File: src/rtl/rau_pkg.sv
package rau_pkg;

    localparam int IN_WIDTH  = 16;
    localparam int OUT_WIDTH = 34;
    localparam int OP_WIDTH  = 3;

    localparam logic [OP_WIDTH-1:0] OP_ADD = 3'd0;
    localparam logic [OP_WIDTH-1:0] OP_SUB = 3'd1;
    localparam logic [OP_WIDTH-1:0] OP_MUL = 3'd2;
    localparam logic [OP_WIDTH-1:0] OP_DIV = 3'd3;
    localparam logic [OP_WIDTH-1:0] OP_CMP = 3'd4;

    localparam logic [1:0] ORD_LESS    = 2'd0;
    localparam logic [1:0] ORD_EQUAL   = 2'd1;
    localparam logic [1:0] ORD_GREATER = 2'd2;

    typedef enum logic [2:0] {
        K_ADD,
        K_SUB,
        K_MUL,
        K_DIV,
        K_CMP,
        K_NONE
    } t_kind;

    typedef struct packed {
        t_kind               kind;
        logic [IN_WIDTH-1:0] a_num;
        logic [IN_WIDTH-1:0] a_den;
        logic [IN_WIDTH-1:0] b_num;
        logic [IN_WIDTH-1:0] b_den;
    } t_item;

endpackage

File: src/rtl/rau_front.sv
module rau_front
    import rau_pkg::*;
(
    input  logic                i_clk,
    input  logic                i_rst_n,
    input  logic                push,
    output logic                full,
    input  logic [OP_WIDTH-1:0] i_operation,
    input  logic [IN_WIDTH-1:0] i_a_num,
    input  logic [IN_WIDTH-1:0] i_a_den,
    input  logic [IN_WIDTH-1:0] i_b_num,
    input  logic [IN_WIDTH-1:0] i_b_den,
    output logic                o_item_valid,
    output t_item               o_item,
    input  logic                i_item_pop
);

    t_item       r_q [2];
    logic        r_wr;
    logic        r_rd;
    logic [1:0]  r_cnt;
    t_kind       kind;
    t_item       item;
    logic        wr_fire;
    logic        rd_fire;

    always_comb begin
        unique case (i_operation)
            OP_ADD:  kind = K_ADD;
            OP_SUB:  kind = K_SUB;
            OP_MUL:  kind = K_MUL;
            OP_DIV:  kind = K_DIV;
            OP_CMP:  kind = K_CMP;
            default: kind = K_NONE;
        endcase
    end

    assign item = '{kind: kind, a_num: i_a_num, a_den: i_a_den,
                    b_num: i_b_num, b_den: i_b_den};

    assign full         = (r_cnt == 2'd2);
    assign o_item_valid = (r_cnt != 2'd0);
    assign o_item       = r_q[r_rd];
    assign wr_fire      = push && !full;
    assign rd_fire      = i_item_pop && o_item_valid;

    always_ff @(posedge i_clk) begin
        if (!i_rst_n) begin
            r_wr  <= 1'b0;
            r_rd  <= 1'b0;
            r_cnt <= 2'd0;
        end else begin
            if (wr_fire) begin
                r_q[r_wr] <= item;
                r_wr      <= !r_wr;
            end
            if (rd_fire) begin
                r_rd <= !r_rd;
            end
            r_cnt <= r_cnt + 2'(wr_fire) - 2'(rd_fire);
        end
    end

endmodule

File: src/rtl/rau_div.sv
module rau_div #(
    parameter int CW = 33
) (
    input  logic          i_clk,
    input  logic          i_rst_n,
    input  logic          i_start,
    input  logic [CW-1:0] i_dividend,
    input  logic [CW-1:0] i_divisor,
    output logic          o_done,
    output logic [CW-1:0] o_quo,
    output logic [CW-1:0] o_rem
);

    localparam int CNTW = $clog2(CW + 1);

    logic            r_busy;
    logic            r_done;
    logic [CNTW-1:0] r_cnt;
    logic [CW-1:0]   r_rem;
    logic [CW-1:0]   r_quo;
    logic [CW-1:0]   r_div;
    logic [CW:0]     sh;
    logic [CW:0]     diff;

    // One quotient bit per cycle, restoring form.
    assign sh   = {r_rem, r_quo[CW-1]};
    assign diff = sh - {1'b0, r_div};

    always_ff @(posedge i_clk) begin
        if (!i_rst_n) begin
            r_busy <= 1'b0;
            r_done <= 1'b0;
            r_cnt  <= '0;
        end else begin
            r_done <= 1'b0;
            if (i_start) begin
                r_busy <= 1'b1;
                r_cnt  <= CNTW'(CW);
                r_rem  <= '0;
                r_quo  <= i_dividend;
                r_div  <= i_divisor;
            end else if (r_busy) begin
                if (!diff[CW]) begin
                    r_rem <= diff[CW-1:0];
                    r_quo <= {r_quo[CW-2:0], 1'b1};
                end else begin
                    r_rem <= sh[CW-1:0];
                    r_quo <= {r_quo[CW-2:0], 1'b0};
                end
                r_cnt <= r_cnt - CNTW'(1);
                if (r_cnt == CNTW'(1)) begin
                    r_busy <= 1'b0;
                    r_done <= 1'b1;
                end
            end
        end
    end

    assign o_done = r_done;
    assign o_quo  = r_quo;
    assign o_rem  = r_rem;

endmodule

File: src/rtl/rau_back.sv
module rau_back
    import rau_pkg::*;
#(
    parameter int OPERAND_WIDTH = 16
) (
    input  logic                  i_clk,
    input  logic                  i_rst_n,
    input  logic                  i_item_valid,
    input  t_item                 i_item,
    output logic                  o_item_pop,
    input  logic                  pop,
    output logic                  empty,
    output logic [OUT_WIDTH-1:0]  o_result_num,
    output logic [OUT_WIDTH-1:0]  o_result_den,
    output logic [1:0]            o_order
);

    localparam int W  = OPERAND_WIDTH;
    localparam int CW = 2 * W + 1;

    typedef enum logic [3:0] {
        S_IDLE,
        S_LOAD,
        S_GCD_CHK,
        S_GCD_DIV,
        S_GDONE,
        S_DIVP,
        S_DIVQ,
        S_WB,
        S_MUL,
        S_COMB,
        S_OUT
    } t_state;

    t_state                r_state;
    logic [1:0]            r_phase;
    logic [1:0]            r_mstep;
    t_kind                 r_kind;
    logic signed [CW-1:0]  r_an, r_ad, r_bn, r_bd, r_rn, r_rd;
    logic signed [CW-1:0]  r_p, r_q, r_gx, r_gy;
    logic signed [CW-1:0]  r_m0, r_m1, r_m2;
    logic [1:0]            r_ord;
    logic                  r_out_valid;
    logic [OUT_WIDTH-1:0]  r_out_num, r_out_den;
    logic [1:0]            r_out_ord;

    logic                  div_start;
    logic [CW-1:0]         div_a, div_b;
    logic                  div_done;
    logic [CW-1:0]         div_quo, div_rem;
    logic signed [W-1:0]   mul_a, mul_b;
    logic signed [2*W-1:0] prod;
    logic signed [CW-1:0]  sel_p, sel_q;
    logic signed [CW-1:0]  rem_s;
    logic signed [CW-1:0]  quo_s;
    logic signed [63:0]    rn64, rd64;
    logic                  out_free;
    logic                  g_trivial;

    function automatic logic [CW-1:0] mag(input logic signed [CW-1:0] v);
        return v[CW-1] ? CW'(-v) : CW'(v);
    endfunction

    // Only the low operand bits of a 16-bit field count; above 16 it is zero-filled.
    function automatic logic signed [CW-1:0] sext_in(input logic [IN_WIDTH-1:0] raw);
        logic [W-1:0] low;
        low = W'(32'(raw));
        return CW'(signed'(low));
    endfunction

    rau_div #(.CW(CW)) u_div (
        .i_clk      (i_clk),
        .i_rst_n    (i_rst_n),
        .i_start    (div_start),
        .i_dividend (div_a),
        .i_divisor  (div_b),
        .o_done     (div_done),
        .o_quo      (div_quo),
        .o_rem      (div_rem)
    );

    assign g_trivial = (r_gx == CW'(1)) || (r_gx == -CW'(1)) || (r_gx == '0);

    always_comb begin
        div_start = 1'b0;
        div_a     = mag(r_p);
        div_b     = mag(r_gx);
        case (r_state)
            S_GCD_CHK: begin
                div_start = (r_gy != '0);
                div_a     = mag(r_gx);
                div_b     = mag(r_gy);
            end
            S_GDONE: begin
                div_start = !g_trivial;
            end
            S_DIVP: begin
                div_start = div_done;
                div_a     = mag(r_q);
            end
            default: begin
                div_start = 1'b0;
            end
        endcase
    end

    always_comb begin
        case (r_phase)
            2'd0:    begin sel_p = r_an; sel_q = r_ad; end
            2'd1:    begin sel_p = r_bn; sel_q = r_bd; end
            default: begin sel_p = r_rn; sel_q = r_rd; end
        endcase
    end

    // C remainder takes the dividend's sign.
    assign rem_s = r_gx[CW-1] ? -signed'(div_rem) : signed'(div_rem);

    // Sign of an exact quotient: dividend sign xor divisor sign.
    always_comb begin
        if (r_state == S_DIVP) begin
            quo_s = (r_p[CW-1] ^ r_gx[CW-1]) ? -signed'(div_quo) : signed'(div_quo);
        end else begin
            quo_s = (r_q[CW-1] ^ r_gx[CW-1]) ? -signed'(div_quo) : signed'(div_quo);
        end
    end

    always_comb begin
        case (r_mstep)
            2'd0: begin
                mul_a = r_an[W-1:0];
                mul_b = (r_kind == K_MUL) ? r_bn[W-1:0] : r_bd[W-1:0];
            end
            2'd1: begin
                mul_a = r_bn[W-1:0];
                mul_b = r_ad[W-1:0];
            end
            default: begin
                mul_a = r_ad[W-1:0];
                mul_b = (r_kind == K_DIV) ? r_bn[W-1:0] : r_bd[W-1:0];
            end
        endcase
    end

    assign prod       = mul_a * mul_b;
    assign out_free   = !r_out_valid || pop;
    assign o_item_pop = (r_state == S_IDLE) && i_item_valid;
    assign rn64       = 64'(r_rn);
    assign rd64       = 64'(r_rd);

    always_ff @(posedge i_clk) begin
        if (!i_rst_n) begin
            r_state     <= S_IDLE;
            r_out_valid <= 1'b0;
            r_phase     <= 2'd0;
            r_mstep     <= 2'd0;
        end else begin
            // In S_OUT the output register is refilled instead.
            if (pop && r_out_valid && (r_state != S_OUT)) begin
                r_out_valid <= 1'b0;
            end
            unique case (r_state)
                S_IDLE: begin
                    if (i_item_valid) begin
                        r_kind  <= i_item.kind;
                        r_an    <= sext_in(i_item.a_num);
                        r_ad    <= sext_in(i_item.a_den);
                        r_bn    <= sext_in(i_item.b_num);
                        r_bd    <= sext_in(i_item.b_den);
                        r_rn    <= '0;
                        r_rd    <= '0;
                        r_ord   <= ORD_LESS;
                        r_phase <= 2'd0;
                        r_state <= (i_item.kind == K_NONE) ? S_OUT : S_LOAD;
                    end
                end
                S_LOAD: begin
                    r_p     <= sel_p;
                    r_q     <= sel_q;
                    r_gx    <= sel_p;
                    r_gy    <= sel_q;
                    r_state <= S_GCD_CHK;
                end
                S_GCD_CHK: begin
                    r_state <= (r_gy == '0) ? S_GDONE : S_GCD_DIV;
                end
                S_GCD_DIV: begin
                    if (div_done) begin
                        r_gx    <= r_gy;
                        r_gy    <= rem_s;
                        r_state <= S_GCD_CHK;
                    end
                end
                S_GDONE: begin
                    r_state <= g_trivial ? S_WB : S_DIVP;
                end
                S_DIVP: begin
                    if (div_done) begin
                        r_p     <= quo_s;
                        r_state <= S_DIVQ;
                    end
                end
                S_DIVQ: begin
                    if (div_done) begin
                        r_q     <= quo_s;
                        r_state <= S_WB;
                    end
                end
                S_WB: begin
                    case (r_phase)
                        2'd0: begin
                            r_an    <= r_p;
                            r_ad    <= r_q;
                            r_phase <= 2'd1;
                            r_state <= S_LOAD;
                        end
                        2'd1: begin
                            r_bn    <= r_p;
                            r_bd    <= r_q;
                            r_mstep <= 2'd0;
                            r_state <= S_MUL;
                        end
                        default: begin
                            r_rn    <= r_p;
                            r_rd    <= r_q;
                            r_state <= S_OUT;
                        end
                    endcase
                end
                S_MUL: begin
                    case (r_mstep)
                        2'd0:    r_m0 <= CW'(prod);
                        2'd1:    r_m1 <= CW'(prod);
                        default: r_m2 <= CW'(prod);
                    endcase
                    r_mstep <= r_mstep + 2'd1;
                    if (r_mstep == 2'd2) begin
                        r_state <= S_COMB;
                    end
                end
                S_COMB: begin
                    r_phase <= 2'd2;
                    if (r_kind == K_CMP) begin
                        r_rn    <= '0;
                        r_rd    <= '0;
                        r_ord   <= (r_m0 < r_m1) ? ORD_LESS :
                                   ((r_m0 == r_m1) ? ORD_EQUAL : ORD_GREATER);
                        r_state <= S_OUT;
                    end else begin
                        r_rd    <= r_m2;
                        r_state <= S_LOAD;
                        case (r_kind)
                            K_ADD:   r_rn <= r_m0 + r_m1;
                            K_SUB:   r_rn <= r_m0 - r_m1;
                            default: r_rn <= r_m0;
                        endcase
                    end
                end
                S_OUT: begin
                    if (out_free) begin
                        r_out_num   <= rn64[OUT_WIDTH-1:0];
                        r_out_den   <= rd64[OUT_WIDTH-1:0];
                        r_out_ord   <= r_ord;
                        r_out_valid <= 1'b1;
                        r_state     <= S_IDLE;
                    end
                end
                default: begin
                    r_state <= S_IDLE;
                end
            endcase
        end
    end

    assign empty        = !r_out_valid;
    assign o_result_num = r_out_num;
    assign o_result_den = r_out_den;
    assign o_order      = r_out_ord;

endmodule

File: src/rtl/rational_arithmetic_unit.sv
// Each fraction is reduced by Euclid remainder steps and then exact divisions: both
// operands, and the result too except for a compare.
// All remainders and quotients share one radix-2 divider, which sets the rate.
// Throughput: one word at a time in the back end; a two-entry input queue and
// an output register let both sides keep moving. Synchronous active-low reset
// empties the queue and the output register.
module rational_arithmetic_unit
    import rau_pkg::*;
#(
    parameter int OPERAND_WIDTH = 16
) (
    input  logic                 i_clk,
    input  logic                 i_rst_n,
    input  logic                 push,
    output logic                 full,
    input  logic [OP_WIDTH-1:0]  i_operation,
    input  logic [IN_WIDTH-1:0]  i_a_num,
    input  logic [IN_WIDTH-1:0]  i_a_den,
    input  logic [IN_WIDTH-1:0]  i_b_num,
    input  logic [IN_WIDTH-1:0]  i_b_den,
    output logic                 empty,
    input  logic                 pop,
    output logic [OUT_WIDTH-1:0] o_result_num,
    output logic [OUT_WIDTH-1:0] o_result_den,
    output logic [1:0]           o_order
);

    logic  item_valid;
    logic  item_pop;
    t_item item;

    rau_front u_front (
        .i_clk        (i_clk),
        .i_rst_n      (i_rst_n),
        .push         (push),
        .full         (full),
        .i_operation  (i_operation),
        .i_a_num      (i_a_num),
        .i_a_den      (i_a_den),
        .i_b_num      (i_b_num),
        .i_b_den      (i_b_den),
        .o_item_valid (item_valid),
        .o_item       (item),
        .i_item_pop   (item_pop)
    );

    rau_back #(.OPERAND_WIDTH(OPERAND_WIDTH)) u_back (
        .i_clk        (i_clk),
        .i_rst_n      (i_rst_n),
        .i_item_valid (item_valid),
        .i_item       (item),
        .o_item_pop   (item_pop),
        .pop          (pop),
        .empty        (empty),
        .o_result_num (o_result_num),
        .o_result_den (o_result_den),
        .o_order      (o_order)
    );

endmodule

File: config.mk
export PLATFORM = sky130hd
export DESIGN_NAME = rational_arithmetic_unit
export DESIGN_NICKNAME = d
export VERILOG_FILES = /design/src/rtl/rau_pkg.sv /design/src/rtl/rau_front.sv /design/src/rtl/rau_div.sv /design/src/rtl/rau_back.sv /design/src/rtl/rational_arithmetic_unit.sv
export SDC_FILE = /design/constraint.sdc
export NUM_CORES = 2
export LEC_CHECK = 0
export ABC_AREA = 1
export BUFFER_PORTS_ARGS = -buffer_cell sky130_fd_sc_hd__buf_2
export CORE_MARGIN = 10
export CORE_UTILIZATION = 40
export DETAILED_ROUTE_END_ITERATION = 16
export SLEW_MARGIN = 15
export SYNTH_ARGS = -nofsm -noshare
export SYNTH_HDL_FRONTEND = slang
export SYNTH_SLANG_ARGS = --single-unit
File: constraint.sdc
create_clock -name i_clk -period 17.9 [get_ports i_clk]
set_input_delay 3.58 -clock i_clk [delete_from_list [all_inputs] [get_ports i_clk]]
set_output_delay 3.58 -clock i_clk [all_outputs]
set_load 0.1 [all_outputs]
; ---- Word-level counts from Yosys, hierarchy flattened
; Memory sizes are Yosys's and may differ from the RTL's. A register that Yosys moved wholly into a read port is not among the register bits.
; Cells that the tools add are included.
[totals]
register_bits = 619
latch_bits = 0
mem_bits_rw = 134
mem_bits_ro = 0
out_inout_bits = 72
word_cells = 227
n_memories = 1
[op_classes]
add_sub_neg = 13
n_mul = 1
div_mod_pow = 0
order_cmp = 1
eq_ne = 38
shift = 0
n_mux = 85
bitwise = 5
reduce_logical = 51
[memory_table]
columns = memory, depth, word_bits, rd, rd_clocked_by_memory_dff, wr, line
row1 = u_front.r_q, 2, 67, 1, 1, 1, rau_front.sv:18  ; t_item r_q [2];
[op_table]
columns = op, n
row1 = 33-bit two-way mux, 29
row2 = 33-bit one-hot mux with 2 select lines, 12
row3 = 33-bit negation, 6
row4 = 33-bit one-hot mux with 3 select lines, 2
row5 = 33-bit logical NOT, 2
row6 = 16-bit one-hot mux with 2 select lines, 2
row7 = 4-bit one-hot mux with 11 select lines, 1
row8 = 34-bit by 33-bit subtractor with 34-bit output, 1
row9 = 32-bit by 32-bit adder with 33-bit output, 1
row10 = 33-bit by 1-bit equality test with 1-bit output (second input constant), 1
row11 = 33-bit by 2-bit equality test with 1-bit output (second input constant), 1
row12 = 33-bit nonzero test, 1
row13 = 32-bit by 32-bit subtractor with 33-bit output, 1
row14 = 32-bit equality test, 1
row15 = 32-bit < comparator, 1
row16 = 16-bit by 16-bit multiplier with 32-bit output, 1
row17 = 16-bit two-way mux, 2
row18 = 4-bit two-way mux, 8
row19 = 3-bit AND reduction, 9
row20 = 4-bit by 3-bit equality test with 1-bit output (second input constant), 4
row21 = 4-bit AND reduction, 4
row22 = 2-bit nonzero test, 8
row23 = 3-bit one-hot mux with 5 select lines, 1
row24 = 2-bit two-way mux, 7
row25 = other kinds (36), 88

; ---- Longest topological paths before layout
[depth]
depth_word = 7
ltp_mapped = 34
ltp_nobuf = 32

; ---- Modules after synthesis
; From an unflattened synthesis, not the netlist that was laid out.
[unflattened]
cells_unflattened = 6895
area_unflattened_um2 = 55829.8
[modules_own_cells]
columns = mod, n_inst, cells_per_inst, area_each_um2, seq_area_each_um2
row1 = rau_back, 1, 5648, 43359.1, 15164.5
row2 = rau_div, 1, 995, 7249.5, 3133.0
row3 = rau_front, 1, 252, 5221.3, 4124.0

; ---- Worst setup path after synthesis
; No wires, ideal clock.
[synth_path]
path_type = input to register
from = in i_rst_n
to = reg u_back.r_rd[0], enable pin
setup_time_ps = 597
arrival_ps = 8835
required_ps = 17303
setup_slack_ps = 8469
cell_stages = 3
n_path_buf = 1
path_cell_list = clkbuf_1 -> nand2_1 -> a221oi_1
[synth_between]
elab_chain_len = 1
[synth_rtl]
columns = element, line
row1 = start: declaration, rational_arithmetic_unit.sv:13  ; input logic i_rst_n,
row2 = 4-bit AND reduction (no source line), --
row3 = end signal: assignment, rau_back.sv:224  ; r_rd <= r_q;
row4 = end signal: assignment, rau_back.sv:249  ; r_rd <= r_m2;
row5 = end: declaration, rau_back.sv:39  ; logic signed [CW-1:0] r_an, r_ad, r_bn, r_bd, r_rn, r_rd;
; Every way passes these cells.
; A chain may end at the register's enable or synchronous reset.

; ---- Final worst setup path
[layout_path]
from = reg u_back.r_mstep[1]
to = reg u_back.r_m0[20], data pin
[layout_between]
elab_chain_len = 3
[layout_rtl]
columns = element, line
row1 = start: declaration, rau_back.sv:37  ; logic [1:0] r_mstep;
row2 = start signal: assignment, rau_back.sv:235  ; r_mstep <= r_mstep + 2'd1;
row3 = 2-bit by 1-bit equality test with 1-bit output / 2-bit logical NOT (equally long branches), rau_back.sv:128  ; case (r_mstep)
row4 = 16-bit one-hot mux with 2 select lines, rau_back.sv:128
row5 = 16-bit by 16-bit multiplier with 32-bit output *, rau_back.sv:144  ; assign prod = mul_a * mul_b;
row6 = named net u_back.prod[20], rau_back.sv:52  ; logic signed [2*W-1:0] prod;
row7 = end signal: assignment, rau_back.sv:231  ; 2'd0: r_m0 <= CW'(prod);
row8 = end: declaration, rau_back.sv:41  ; logic signed [CW-1:0] r_m0, r_m1, r_m2;
; The timed path passes the listed nets; every way through them passes the cells marked *.

==> impl_metrics.json <==
{
  "drt_iter0_drc": 5006,
  "syn_nets": 7401,
  "regToRegSetupSlack_ns": 9.42,
  "grt_pass1_wl_microns": 310000,
  "min_from": "u_back.r_ord[1]",
  "synth_largest_area_cell": "edfxtp_1",
  "crit_type": "reg2reg",
  "status": "finished, final reports clean",
  "slowest_delay_ns": 0.82,
  "synth_top_area_share_pct": 39.8,
  "ys.flop_type": "edfxtp_1",
  "dr_wl_met2_microns": 101000,
  "slew_violations": 0,
  "top_register": "u_front.r_q",
  "wl_per_cell_microns": 24.5,
  "dpl.hpwl_microns": 171000,
  "cp_common_cell": "fa_1",
  "syn_area_sq_um": 55200,
  "cts_sinks": 754,
  "die_h_microns": 392,
  "worst_slew_pin_slew_ns": 1.26,
  "cts-buffers-inserted": 87,
  "grt_max_degree": 100,
  "pre_cts_ws_ns": 9.57,
  "root_buffer": "clkbuf_16",
  "cp_slowest_cell": "a21oi_1",
  "cts_setup_buffers": 0,
  "hp-class": "reg2reg",
  "yosysSeqAreaShare_pct": 40.6,
  "ioPinCount": 143,
  "cts_tree": "done",
  "antenna_found_initial": 12,
  "finalSetupTns_ns": 0,
  "largest_reg_flops": 134,
  "final_common_cell": "nand2_1",
  "setup_ws_ns": 9.42,
  "final_cell_mix": "nand2_1 (1943), inv_1 (1034), edfxtp_1 (732)",
  "path_cells": "inv_1 -> ha_1 -> clkinv_1 -> o22ai_1 -> a21oi_1 -> clkinv_1 -> nand2_1 -> fa_1 -> inv_1 -> fa_1 -> fa_1 -> fa_1 -> fa_1 -> inv_1 -> fa_1 -> inv_1 -> ha_1 -> a21oi_1 -> o21ai_0 -> nor2_1 -> nand3_1 -> xor2_1",
  "postCtsHoldBufs": 0,
  "synth_area_per_cell_sq_um": 8.04,
  "maxCapViolations": 0,
  "synth_top_cells_by_area": "edfxtp_1 (40%), nand2_1 (13%), fa_1 (9.6%), inv_1 (7.0%), nor2_1 (4.8%)",
  "ant_nets": 0,
  "highest_layer": "met5",
  "synth-edff-count": 732,
  "synth_cell_types": 62,
  "std_cell_rows": 136,
  "fmax_mhz": 118,
  "clk_pin_slew_ns": 0.06,
  "min_period_over_period_pct": 47.4,
  "arrival_ns": 8.91,
  "start_util_pct": 40.2,
  "rsz0062_at_grt": "false",
  "nets": 7472,
  "relSlewSlack_pct": 16.2,
  "synth_warnings": 0,
  "cp_max_fo": 28,
  "wl_met3_microns": 18200,
  "synthCells": 6870,
  "drive_gt1_share_pct": 6.39,
  "cp_data_required_time_ns": 18.33,
  "dieWidth_microns": 392,
  "reg2regPathDepth": 22,
  "cts_resized": 0,
  "hold_path_end": "u_back.o_order[1]",
  "ys_ff_latch": 754,
  "timing.rr.end": "u_back.r_m0[20]",
  "vias_per_cell": 5.48,
  "wl_met1_microns": 83800,
  "startpoint_type": "flip-flop",
  "floorplan.die_area_sq_um": 153000,
  "first_pass_iters": 6,
  "whs_path_depth": 0,
  "grt_util_all_layers_pct": 27.4,
  "grt_overflow": 0,
  "setup_violations": 0,
  "drt-total-wl_microns": 215000,
  "crit_start": "u_back.r_mstep[1]",
  "place_congestion": 1.02,
  "drc_errors": 0,
  "end_kind": "flip-flop",
  "hold_viol": 0,
  "async_flop_share_pct": 0,
  "grt_pass1_vias": 46264,
  "area_delta_synth_final_pct": 10.0,
  "vias": 48256,
  "clock_path_buffers": 3,
  "finClkSkew_ns": 0.0276,
  "clock_tree.htree_level_count": 3,
  "clk_latency_ns": 0.71,
  "port_buffers": 142,
  "rr_startpoint": "u_back.r_mstep[1]",
  "core_sq_um": 137000,
  "post-route-min-period_ns": 8.48
}
stage by stage:
| step | util (%) | instance area [sq um] | hold slack [ns] | instances |
|---|---|---|---|---|
| after floorplan | - | 55200 | 0.400 | 6870 |
| after global placement | 42.1 | 57800 | 0.409 | 8646 |
| after detailed placement | 42.1 | 57800 | 0.415 | 8646 |
| after CTS | 44.2 | 60700 | 0.428 | 8807 |
| after global routing | 44.2 | 60700 | 0.431 | 8807 |
| final | 44.2 | 60700 | 0.427 | 8808 |
how the worst max path moves through the flow:
stage | endpoint | slack (ns) | cells after the start
finish | u_back.r_m0[20] | 9.42 | 22
CTS | u_back.r_m2[20] | 9.55 | 24
detailed placement | u_back.r_m1[24] | 9.57 | 25
floorplan | u_back.r_rd[0] | 8.47 | 3
global route | u_back.r_m0[22] | 9.14 | 25
global placement | u_back.r_m0[20] | 9.53 | 24
layout make-up:
class	count	area (sq um)
well taps	1794	2240
clock inverters	55	673
repair buffers	200	1150
inverters	1065	4000
fillers	13786	76600
multi-input cells	4833	28000
diodes	1	2.50
flip-flops and latches	754	22400
clock buffers	106	2290
critical path, delay by kind of cell, from the launching register on:
kind,cells,cell delay [ns]
buf+inv,6,1.53
compound gates,4,1.50
xor+xnor,1,0.48
simple gates,3,0.61
flops,1,0.35
fa+ha+maj,8,3.73
synthesized netlist by cell type (all sizes together), types with 4 or more instances:
cell       n
buf       97
dfxtp     22
xor2     109
nand2   1954
a21o       8
nor2     716
o221ai    25
and2      10
nand3b    12
o311ai     4
xnor2     45
a21oi    251
mux2       4
a211oi     7
o22ai     25
a31oi     26
or2       16
nand4     81
edfxtp   732
inv     1056
and3       9
nor4      15
clkbuf   121
a21boi     7
o21bai    22
a22oi     16
clkinv     9
nor3      77
fa       265
o21ai    461
ha       195
nand3    415
o31ai      5
a221oi     4
o211ai    34
cell families (layout without fill, tap and decap cells):
family	Yosys count	after routing	share of synthesized area, %
DFF	754	754	40.6
xor gates and xnor gates	154	154	2.44
adders and majority gates	460	460	14.0
buffers and inverters	1283	1426	8.98
AOI/OAI and AO/OA	902	902	9.23
other	0	1	0
muxes	7	7	0.136
and+or+nand+nor	3310	3310	24.6
per-layer routing:
metal	track usage (%)	up-vias
li1	-	22384
met1	34.7	23224
met2	45.2	2156
met3	5.02	478
met4	13.0	14
met5	0	-
Power is not shown: default switching activity piles up to over one toggle a cycle in this logic, so the estimate is an artifact.
